===== src/rtl/core/aalu_pkg.sv =====
`default_nettype none
package aalu_pkg;

    localparam int DATA_W   = 32;
    localparam int ACTION_W = 3;
    localparam int USER_W   = 4;

    typedef enum logic [ACTION_W-1:0] {
        ACT_ADD = 3'd0,
        ACT_SUB = 3'd1,
        ACT_MUL = 3'd2,
        ACT_DIV = 3'd3,
        ACT_POW = 3'd4,
        ACT_MOD = 3'd5
    } action_t;

    typedef enum logic [2:0] {
        ST_IDLE,
        ST_MUL,
        ST_DIV,
        ST_POW,
        ST_POW_WAIT,
        ST_DONE
    } state_t;

endpackage
`default_nettype wire


===== src/rtl/core/accumulator_alu.sv =====
// channel | ports  | tdata (low bit up)              | tuser (low bit up)
// input   | s_*    | first_operand, second_operand   | action, use_accumulator
// result  | m_*    | result                          | error
//
// Add, subtract, the unused codes and refused divides: accept leads to ST_DONE,
// then the result register; no new item is taken until back in ST_IDLE.
// Multiply, divide, modulo: ST_MUL or ST_DIV, one bit per cycle
// in the shift-add multiplier or the restoring divider, then ST_DONE.
// Power: one ST_POW, ST_POW_WAIT round per exponent bit up to its highest set
// bit, in two shift-add multipliers running side by side.
// Reset clears the accumulator and empties the result register.
// An item may be accepted while the previous result waits on m_tready.
`default_nettype none
module accumulator_alu
    import aalu_pkg::*;
(
    input  wire logic                    aclk,
    input  wire logic                    aresetn,
    input  wire logic                    s_tvalid,
    output logic                         s_tready,
    input  wire logic [2*DATA_W-1:0]     s_tdata,  // first_operand, second_operand
    input  wire logic [USER_W-1:0]       s_tuser,  // action, use_accumulator
    output logic                         m_tvalid,
    input  wire logic                    m_tready,
    output logic      [DATA_W-1:0]       m_tdata,  // result
    output logic      [0:0]              m_tuser   // error
);

    state_t            state_reg, state_next;
    action_t           act_reg, act_next;
    action_t           in_act;
    logic [DATA_W-1:0] acc_reg, acc_next;
    logic [DATA_W-1:0] res_reg, res_next;
    logic              err_reg, err_next;
    logic [DATA_W-1:0] pacc_reg, pacc_next;
    logic [DATA_W-1:0] psq_reg, psq_next;
    logic [DATA_W-2:0] pexp_reg, pexp_next;
    logic              mval_reg, mval_next;
    logic [DATA_W-1:0] mdata_reg, mdata_next;
    logic              merr_reg, merr_next;

    logic [DATA_W-1:0] op_a, op_b;
    logic              mul_start, div_start;
    logic [DATA_W-1:0] mul0_a, mul0_b;
    logic              mul0_done, mul1_done;
    logic [DATA_W-1:0] mul0_p, mul1_p;
    logic              div_done;
    logic [DATA_W-1:0] div_q, div_r;

    assign in_act = action_t'(s_tuser[ACTION_W-1:0]);
    assign op_a   = s_tuser[ACTION_W] ? acc_reg : s_tdata[DATA_W-1:0];
    assign op_b   = s_tdata[2*DATA_W-1:DATA_W];

    aalu_mul #(.WIDTH(DATA_W)) u_mul0 (
        .aclk    (aclk),
        .aresetn (aresetn),
        .start   (mul_start),
        .mcand   (mul0_a),
        .mplier  (mul0_b),
        .done    (mul0_done),
        .product (mul0_p)
    );

    aalu_mul #(.WIDTH(DATA_W)) u_mul1 (
        .aclk    (aclk),
        .aresetn (aresetn),
        .start   (mul_start),
        .mcand   (psq_reg),
        .mplier  (psq_reg),
        .done    (mul1_done),
        .product (mul1_p)
    );

    aalu_div #(.WIDTH(DATA_W)) u_div (
        .aclk      (aclk),
        .aresetn   (aresetn),
        .start     (div_start),
        .dividend  (op_a),
        .divisor   (op_b),
        .done      (div_done),
        .quotient  (div_q),
        .remainder (div_r)
    );

    always_comb begin
        state_next = state_reg;
        act_next   = act_reg;
        acc_next   = acc_reg;
        res_next   = res_reg;
        err_next   = err_reg;
        pacc_next  = pacc_reg;
        psq_next   = psq_reg;
        pexp_next  = pexp_reg;
        mval_next  = mval_reg && !m_tready;
        mdata_next = mdata_reg;
        merr_next  = merr_reg;
        mul_start  = 1'b0;
        div_start  = 1'b0;
        mul0_a     = pacc_reg;
        mul0_b     = psq_reg;
        s_tready   = 1'b0;
        case (state_reg)
            ST_IDLE: begin
                s_tready = 1'b1;
                if (s_tvalid) begin
                    act_next = in_act;
                    err_next = 1'b0;
                    case (in_act)
                        ACT_ADD: begin
                            res_next   = op_a + op_b;
                            state_next = ST_DONE;
                        end
                        ACT_SUB: begin
                            res_next   = op_a - op_b;
                            state_next = ST_DONE;
                        end
                        ACT_MUL: begin
                            mul0_a     = op_a;
                            mul0_b     = op_b;
                            mul_start  = 1'b1;
                            state_next = ST_MUL;
                        end
                        ACT_DIV, ACT_MOD: begin
                            if (op_b == '0) begin
                                res_next   = acc_reg;
                                err_next   = 1'b1;
                                state_next = ST_DONE;
                            end else begin
                                div_start  = 1'b1;
                                state_next = ST_DIV;
                            end
                        end
                        ACT_POW: begin
                            if (op_b[DATA_W-1]) begin
                                res_next   = DATA_W'(1);
                                state_next = ST_DONE;
                            end else begin
                                pacc_next  = DATA_W'(1);
                                psq_next   = op_a;
                                pexp_next  = op_b[DATA_W-2:0];
                                state_next = ST_POW;
                            end
                        end
                        default: begin
                            res_next   = acc_reg;
                            state_next = ST_DONE;
                        end
                    endcase
                end
            end
            ST_MUL: begin
                if (mul0_done) begin
                    res_next   = mul0_p;
                    state_next = ST_DONE;
                end
            end
            ST_DIV: begin
                if (div_done) begin
                    res_next   = (act_reg == ACT_MOD) ? div_r : div_q;
                    state_next = ST_DONE;
                end
            end
            ST_POW: begin
                if (pexp_reg == '0) begin
                    res_next   = pacc_reg;
                    state_next = ST_DONE;
                end else begin
                    mul_start  = 1'b1;
                    state_next = ST_POW_WAIT;
                end
            end
            ST_POW_WAIT: begin
                if (mul0_done && mul1_done) begin
                    if (pexp_reg[0]) begin
                        pacc_next = mul0_p;
                    end
                    psq_next   = mul1_p;
                    pexp_next  = pexp_reg >> 1;
                    state_next = ST_POW;
                end
            end
            ST_DONE: begin
                // hold until the result register is free
                if (!mval_reg || m_tready) begin
                    mval_next  = 1'b1;
                    mdata_next = res_reg;
                    merr_next  = err_reg;
                    acc_next   = res_reg;
                    state_next = ST_IDLE;
                end
            end
            default: begin
                state_next = ST_IDLE;
            end
        endcase
    end

    always_ff @(posedge aclk) begin
        if (!aresetn) begin
            state_reg <= ST_IDLE;
            acc_reg   <= '0;
            mval_reg  <= 1'b0;
        end else begin
            state_reg <= state_next;
            acc_reg   <= acc_next;
            mval_reg  <= mval_next;
        end
        act_reg   <= act_next;
        res_reg   <= res_next;
        err_reg   <= err_next;
        pacc_reg  <= pacc_next;
        psq_reg   <= psq_next;
        pexp_reg  <= pexp_next;
        mdata_reg <= mdata_next;
        merr_reg  <= merr_next;
    end

    assign m_tvalid   = mval_reg;
    assign m_tdata    = mdata_reg;
    assign m_tuser[0] = merr_reg;

endmodule
`default_nettype wire


===== src/rtl/core/aalu_mul.sv =====
`default_nettype none
module aalu_mul
    import aalu_pkg::*;
#(
    parameter int WIDTH = DATA_W
) (
    input  wire logic             aclk,
    input  wire logic             aresetn,
    input  wire logic             start,
    input  wire logic [WIDTH-1:0] mcand,
    input  wire logic [WIDTH-1:0] mplier,
    output logic                  done,
    output logic      [WIDTH-1:0] product
);

    localparam int CNT_W = (WIDTH > 1) ? $clog2(WIDTH) : 1;
    localparam logic [CNT_W-1:0] LAST = CNT_W'(WIDTH - 1);

    logic [WIDTH-1:0] mcand_reg, mcand_next;
    logic [WIDTH-1:0] mplier_reg, mplier_next;
    logic [WIDTH-1:0] prod_reg, prod_next;
    logic [CNT_W-1:0] cnt_reg, cnt_next;
    logic             run_reg, run_next;
    logic             done_reg, done_next;

    always_comb begin
        mcand_next  = mcand_reg;
        mplier_next = mplier_reg;
        prod_next   = prod_reg;
        cnt_next    = cnt_reg;
        run_next    = run_reg;
        done_next   = 1'b0;
        if (start) begin
            mcand_next  = mcand;
            mplier_next = mplier;
            prod_next   = '0;
            cnt_next    = '0;
            run_next    = 1'b1;
        end else if (run_reg) begin
            // one multiplier bit per cycle
            if (mplier_reg[0]) begin
                prod_next = prod_reg + mcand_reg;
            end
            mcand_next  = mcand_reg << 1;
            mplier_next = mplier_reg >> 1;
            cnt_next    = cnt_reg + CNT_W'(1);
            if (cnt_reg == LAST) begin
                run_next  = 1'b0;
                done_next = 1'b1;
            end
        end
    end

    always_ff @(posedge aclk) begin
        if (!aresetn) begin
            run_reg  <= 1'b0;
            done_reg <= 1'b0;
        end else begin
            run_reg  <= run_next;
            done_reg <= done_next;
        end
        mcand_reg  <= mcand_next;
        mplier_reg <= mplier_next;
        prod_reg   <= prod_next;
        cnt_reg    <= cnt_next;
    end

    assign done    = done_reg;
    assign product = prod_reg;

endmodule
`default_nettype wire


===== src/rtl/core/aalu_div.sv =====
`default_nettype none
module aalu_div
    import aalu_pkg::*;
#(
    parameter int WIDTH = DATA_W
) (
    input  wire logic             aclk,
    input  wire logic             aresetn,
    input  wire logic             start,
    input  wire logic [WIDTH-1:0] dividend,
    input  wire logic [WIDTH-1:0] divisor,
    output logic                  done,
    output logic      [WIDTH-1:0] quotient,
    output logic      [WIDTH-1:0] remainder
);

    localparam int CNT_W = (WIDTH > 1) ? $clog2(WIDTH) : 1;
    localparam logic [CNT_W-1:0] LAST = CNT_W'(WIDTH - 1);

    logic [WIDTH-1:0] quo_reg, quo_next;
    logic [WIDTH-1:0] rem_reg, rem_next;
    logic [WIDTH-1:0] dsr_reg, dsr_next;
    logic [CNT_W-1:0] cnt_reg, cnt_next;
    logic             neg_q_reg, neg_q_next;
    logic             neg_r_reg, neg_r_next;
    logic             run_reg, run_next;
    logic             done_reg, done_next;
    logic [WIDTH:0]   shifted;
    logic [WIDTH:0]   diff;

    assign shifted = {rem_reg, quo_reg[WIDTH-1]};
    assign diff    = shifted - {1'b0, dsr_reg};

    always_comb begin
        quo_next   = quo_reg;
        rem_next   = rem_reg;
        dsr_next   = dsr_reg;
        cnt_next   = cnt_reg;
        neg_q_next = neg_q_reg;
        neg_r_next = neg_r_reg;
        run_next   = run_reg;
        done_next  = 1'b0;
        if (start) begin
            // work on magnitudes, restore signs at the end
            quo_next   = dividend[WIDTH-1] ? (~dividend + WIDTH'(1)) : dividend;
            dsr_next   = divisor[WIDTH-1] ? (~divisor + WIDTH'(1)) : divisor;
            rem_next   = '0;
            cnt_next   = '0;
            neg_q_next = dividend[WIDTH-1] ^ divisor[WIDTH-1];
            neg_r_next = dividend[WIDTH-1];
            run_next   = 1'b1;
        end else if (run_reg) begin
            // one quotient bit per cycle
            if (!diff[WIDTH]) begin
                rem_next = diff[WIDTH-1:0];
                quo_next = {quo_reg[WIDTH-2:0], 1'b1};
            end else begin
                rem_next = shifted[WIDTH-1:0];
                quo_next = {quo_reg[WIDTH-2:0], 1'b0};
            end
            cnt_next = cnt_reg + CNT_W'(1);
            if (cnt_reg == LAST) begin
                run_next  = 1'b0;
                done_next = 1'b1;
            end
        end
    end

    always_ff @(posedge aclk) begin
        if (!aresetn) begin
            run_reg  <= 1'b0;
            done_reg <= 1'b0;
        end else begin
            run_reg  <= run_next;
            done_reg <= done_next;
        end
        quo_reg   <= quo_next;
        rem_reg   <= rem_next;
        dsr_reg   <= dsr_next;
        cnt_reg   <= cnt_next;
        neg_q_reg <= neg_q_next;
        neg_r_reg <= neg_r_next;
    end

    assign done      = done_reg;
    assign quotient  = neg_q_reg ? (~quo_reg + WIDTH'(1)) : quo_reg;
    assign remainder = neg_r_reg ? (~rem_reg + WIDTH'(1)) : rem_reg;

endmodule
`default_nettype wire


===== config.mk =====
export PLATFORM = sky130hd
export DESIGN_NAME = accumulator_alu
export DESIGN_NICKNAME = d
export VERILOG_FILES = /design/src/rtl/core/aalu_pkg.sv /design/src/rtl/core/accumulator_alu.sv /design/src/rtl/core/aalu_mul.sv /design/src/rtl/core/aalu_div.sv
export SDC_FILE = /design/constraint.sdc
export NUM_CORES = 1
export LEC_CHECK = 0
export BUFFER_PORTS_ARGS = -buffer_cell sky130_fd_sc_hd__buf_2
export CELL_PAD_IN_SITES_DETAIL_PLACEMENT = 0
export CELL_PAD_IN_SITES_GLOBAL_PLACEMENT = 1
export CORE_MARGIN = 1.5
export CORE_UTILIZATION = 45
export DETAILED_ROUTE_END_ITERATION = 10
export PLACE_DENSITY = 0.77
export RECOVER_POWER = 50
export SETUP_SLACK_MARGIN = 0.05
export SLEW_MARGIN = 20
export SYNTH_ARGS = -nofsm -noshare
export SYNTH_HDL_FRONTEND = slang
export SYNTH_SLANG_ARGS = --single-unit

===== constraint.sdc =====
create_clock -name aclk -period 13.3 [get_ports aclk]
set_input_delay 1.33 -clock aclk [delete_from_list [all_inputs] [get_ports aclk]]
set_output_delay 1.33 -clock aclk [all_outputs]
set_load 0.02 [all_outputs]

==> flow_summary.toml <==
[floorplanning]
core-area_mm2 = 0.06740
floorplan.initialDensity_pct = 45.67
std_cell_rows = 95
floorplan.die_area_mm2 = 0.06998
fp.dieH_um = 264.5
num_io_pins = 107
fp.dieW_um = 264.5

[yosys]
syn-instance-count = 3354
syn_nets = 3565
yosysWarnings = 0
adder_cell_share_of_the_synthesized_area_pct = 5.748
async_reset_ff_share_pct = 0
post_synth_instance_area_mm2 = 0.03078
synth_mux_area_share_pct = 4.292
synth-seq-area-share_pct = 44.87
compound_gate_portion_of_the_synthesized_area_pct = 17.48
synth_largest_type_area_fraction_pct = 34.92
netlist-cell-type-count = 74
postSynthRegisterBits = 511
combinational_family_with_the_most_area_after_synthesis = "compound AO/OA/AOI/OAI gates"
parity_gate_share_of_the_synthesized_area_counting_xor_and_xnor_cells_pct = 7.455
dominantRegCellSynth = "sky130_fd_sc_hd__edfxtp_1"
syn-mean-instance-area_um2 = 9.178
yosys-top-cells-area = "sky130_fd_sc_hd__edfxtp_1, sky130_fd_sc_hd__dfxtp_1, sky130_fd_sc_hd__nand2_1"
synth-edff-count = 358
synth_top_area_cell = "sky130_fd_sc_hd__edfxtp_1"
synth_simple_gate_area_share_pct = 16.54

[place]
hpwlAfterDp_mm = 79.00
gp_routability_congestion = 0.9509
port_buffers = 106
post-place-ws_ps = 6557

[global_routing]
grt_max_degree = 74
grt_overflow_total = 0
grt_pass1_wl_mm = 158.1
antenna_violations_before_repair = 14
track_usage_pct = 29.98
first_global_vias = 25010

[timing]
fin_worst_skew_ps = 29.77
timing.final.setup_violations = 0
fmax_mhz = 116.8
post-route-period-util_pct = 64.39
grt_setup_unrepaired = "no"
post-route-min-period_ps = 8564
total_negative_setup_slacks_ps = 0
worst-slew-pin-transition_ps = 3966
hold_violations = 0
slew-limit-headroom_pct = -164.4
slew_violations = 567
setup_ws_final_ps = 4736

[layout]
layout.nets = 3608
post_route_cells_drive_above_1_share_pct = 8.500
fillers = 6298
areaGrowthSynthToFinish_pct = 11.00

[cts]
numClockSinks = 511
cts_tree = "built"
holdBufCountCts = 0
cts-buffers-inserted = 59
post_cts_clock_slew_at_the_launch_and_capture_registers_of_the_worst_setup_and_hold_paths_ps = 60
worst_skew_pair.late_latency_ps = 640
clock_tree.buffer_depth = 3
postCtsSetupBuffers = 0
clock_tree.root_cell = "sky130_fd_sc_hd__clkbuf_16"
post_cts_resize_count = 0
cts_htree_levels = 2

[run_status]
failing_checks = "capacitance limit, slew limit"
result_of_the_run = "finished with violations"

[routing]
totalWireLength_mm = 107.5
drc_errors = 0
route.detailed.wl_per_inst_um = 24.85
drt-initial-drc-count = 2303
num_vias = 26110
viasPerCell = 6.036
dr.pass1.iters = 5
final_antenna_net_count = 0

[critical_path]
critPathKind = "flip-flop to flip-flop"
crit_arrival_ps = 8820
timing.critical_path.from_type = "flip-flop"
setup.reg_to_reg.worst_slack_ps = 4740
biggest_fanout_along_the_worst_timing_path = 73
worst_setup_path_end_kind = "flip-flop"
r2r-start = "state_reg[0]"
reg2regPathDepth = 7
timing.critical_path.required_ps = 13550
timing.rr.end = "u_mul0.mplier_reg[19]"

[worst_hold_path]
min-delay-path-class = "flip-flop to flip-flop"
worstHoldStart = "res_reg[8]"
whs_path_depth = 0
min_to = "m_tdata[8]"

[pwr]
vdd_drop_max_uv = 136.6
powerDensity_mw_per_mm2 = 210.1
totalPowerFinal_mw = 7.178
leakage_nw = 13.81

[run]
maxCapViolations = 13
-- cell usage in the layout (no fill, tap or decap), types with 58 or more instances in the layout --
| cell | instances |
|---|---|
| sky130_fd_sc_hd__a21o_1 | 61 |
| sky130_fd_sc_hd__a21oi_1 | 307 |
| sky130_fd_sc_hd__and3_1 | 60 |
| sky130_fd_sc_hd__buf_2 | 66 |
| sky130_fd_sc_hd__clkbuf_1 | 58 |
| sky130_fd_sc_hd__clkbuf_16 | 61 |
| sky130_fd_sc_hd__dfxtp_1 | 152 |
| sky130_fd_sc_hd__edfxtp_1 | 358 |
| sky130_fd_sc_hd__ha_1 | 135 |
| sky130_fd_sc_hd__inv_1 | 105 |
| sky130_fd_sc_hd__mux2i_1 | 86 |
| sky130_fd_sc_hd__nand2_1 | 612 |
| sky130_fd_sc_hd__nor2_1 | 227 |
| sky130_fd_sc_hd__o21ai_0 | 218 |
| sky130_fd_sc_hd__xnor2_1 | 162 |
| sky130_fd_sc_hd__xor2_1 | 99 |
-- metrics by stage --
step / std cells / instance area (um^2) / util (%) / hold WS, ps
2_1_floorplan: 3354 / 30780 / - / 400.3
3_3_place_gp: 4208 / 32230 / 47.83 / 450.7
3_5_place_dp: 4208 / 32230 / 47.83 / 447.1
4_1_cts: 4319 / 34270 / 50.84 / 457.2
5_1_grt: 4324 / 34170 / 50.69 / 463.2
6_report: 4325 / 34170 / 50.70 / 456.0
-- routing by layer --
metal / GRT usage [%] / routed length (um) / vias to the layer above
met2: 50.01 / 51100 / 962
met5: 0 / 77 / -
met4: 13.84 / 5196 / 14
met1: 38.49 / 44610 / 12820
met3: 4.292 / 6501 / 221
li1: - / - / 12090
-- how the worst max path moves through the flow --
stage / cells past startpoint / from / to
2_1_floorplan: 5 / s_tdata[63] / pacc_reg[0]
5_1_grt: 7 / state_reg[0] / u_mul0.mcand_reg[30]
6_report: 7 / state_reg[0] / u_mul0.mplier_reg[19]
3_3_place_gp: 16 / s_tuser[2] / res_reg[31]
3_5_place_dp: 16 / s_tuser[2] / res_reg[31]
4_1_cts: 16 / s_tuser[2] / res_reg[31]
-- synth_stat cells, drive strengths merged, types with 27 or more instances --
cell / n
mux2: 40
buf: 34
xnor2: 162
nor3: 39
o31ai: 39
inv: 106
ha: 135
a21o: 61
a21oi: 307
a21boi: 35
o21ai: 220
a211oi: 47
dfxtp: 153
edfxtp: 358
clkbuf: 150
and3: 61
nor2: 231
mux2i: 87
nand3: 27
nand2: 613
xor2: 100
a221oi: 28
or3: 38
-- power by group --
| part | internal (mW) | switching, mW |
|---|---|---|
| combinational | 1.08 | 1.83 |
| sequential | 2.21 | 0.349 |
| clock | 1.00 | 0.713 |
-- worst max-delay path: stages, from the launching register on --
cell and delay [ps]:
sky130_fd_sc_hd__dfxtp_1 330, sky130_fd_sc_hd__clkbuf_1 980, sky130_fd_sc_hd__o211ai_1 260, sky130_fd_sc_hd__nand2b_1 1100, sky130_fd_sc_hd__nand2_1 1710, sky130_fd_sc_hd__clkbuf_1 2560
sky130_fd_sc_hd__or2_2 380, sky130_fd_sc_hd__buf_4 760
-- logic make-up after synthesis --
| group | after synthesis |
|---|---|
| AND/OR/NAND/NOR | 1147 |
| AO/OA/AOI/OAI | 877 |
| flip-flops | 511 |
| buffers and inverters | 291 |
| XOR/XNOR | 262 |
| adder cells (fa/ha/maj) | 139 |
| multiplexers | 127 |
-- final cells by class --
class | count | area (um^2) | share of cell area (%)
repair buffers | 167 | 913.4 | 2.673
clock buffers | 72 | 1618 | 4.735
inverters | 106 | 397.9 | 1.164
well taps | 873 | 1092 | 3.197
flip-flops and latches | 511 | 13810 | 40.43
clock inverters | 39 | 414.1 | 1.212
diodes | 5 | 12.51 | 0.03662
multi-input cells | 2552 | 15910 | 46.55
Note: power is estimated with default switching activity, not from simulation.
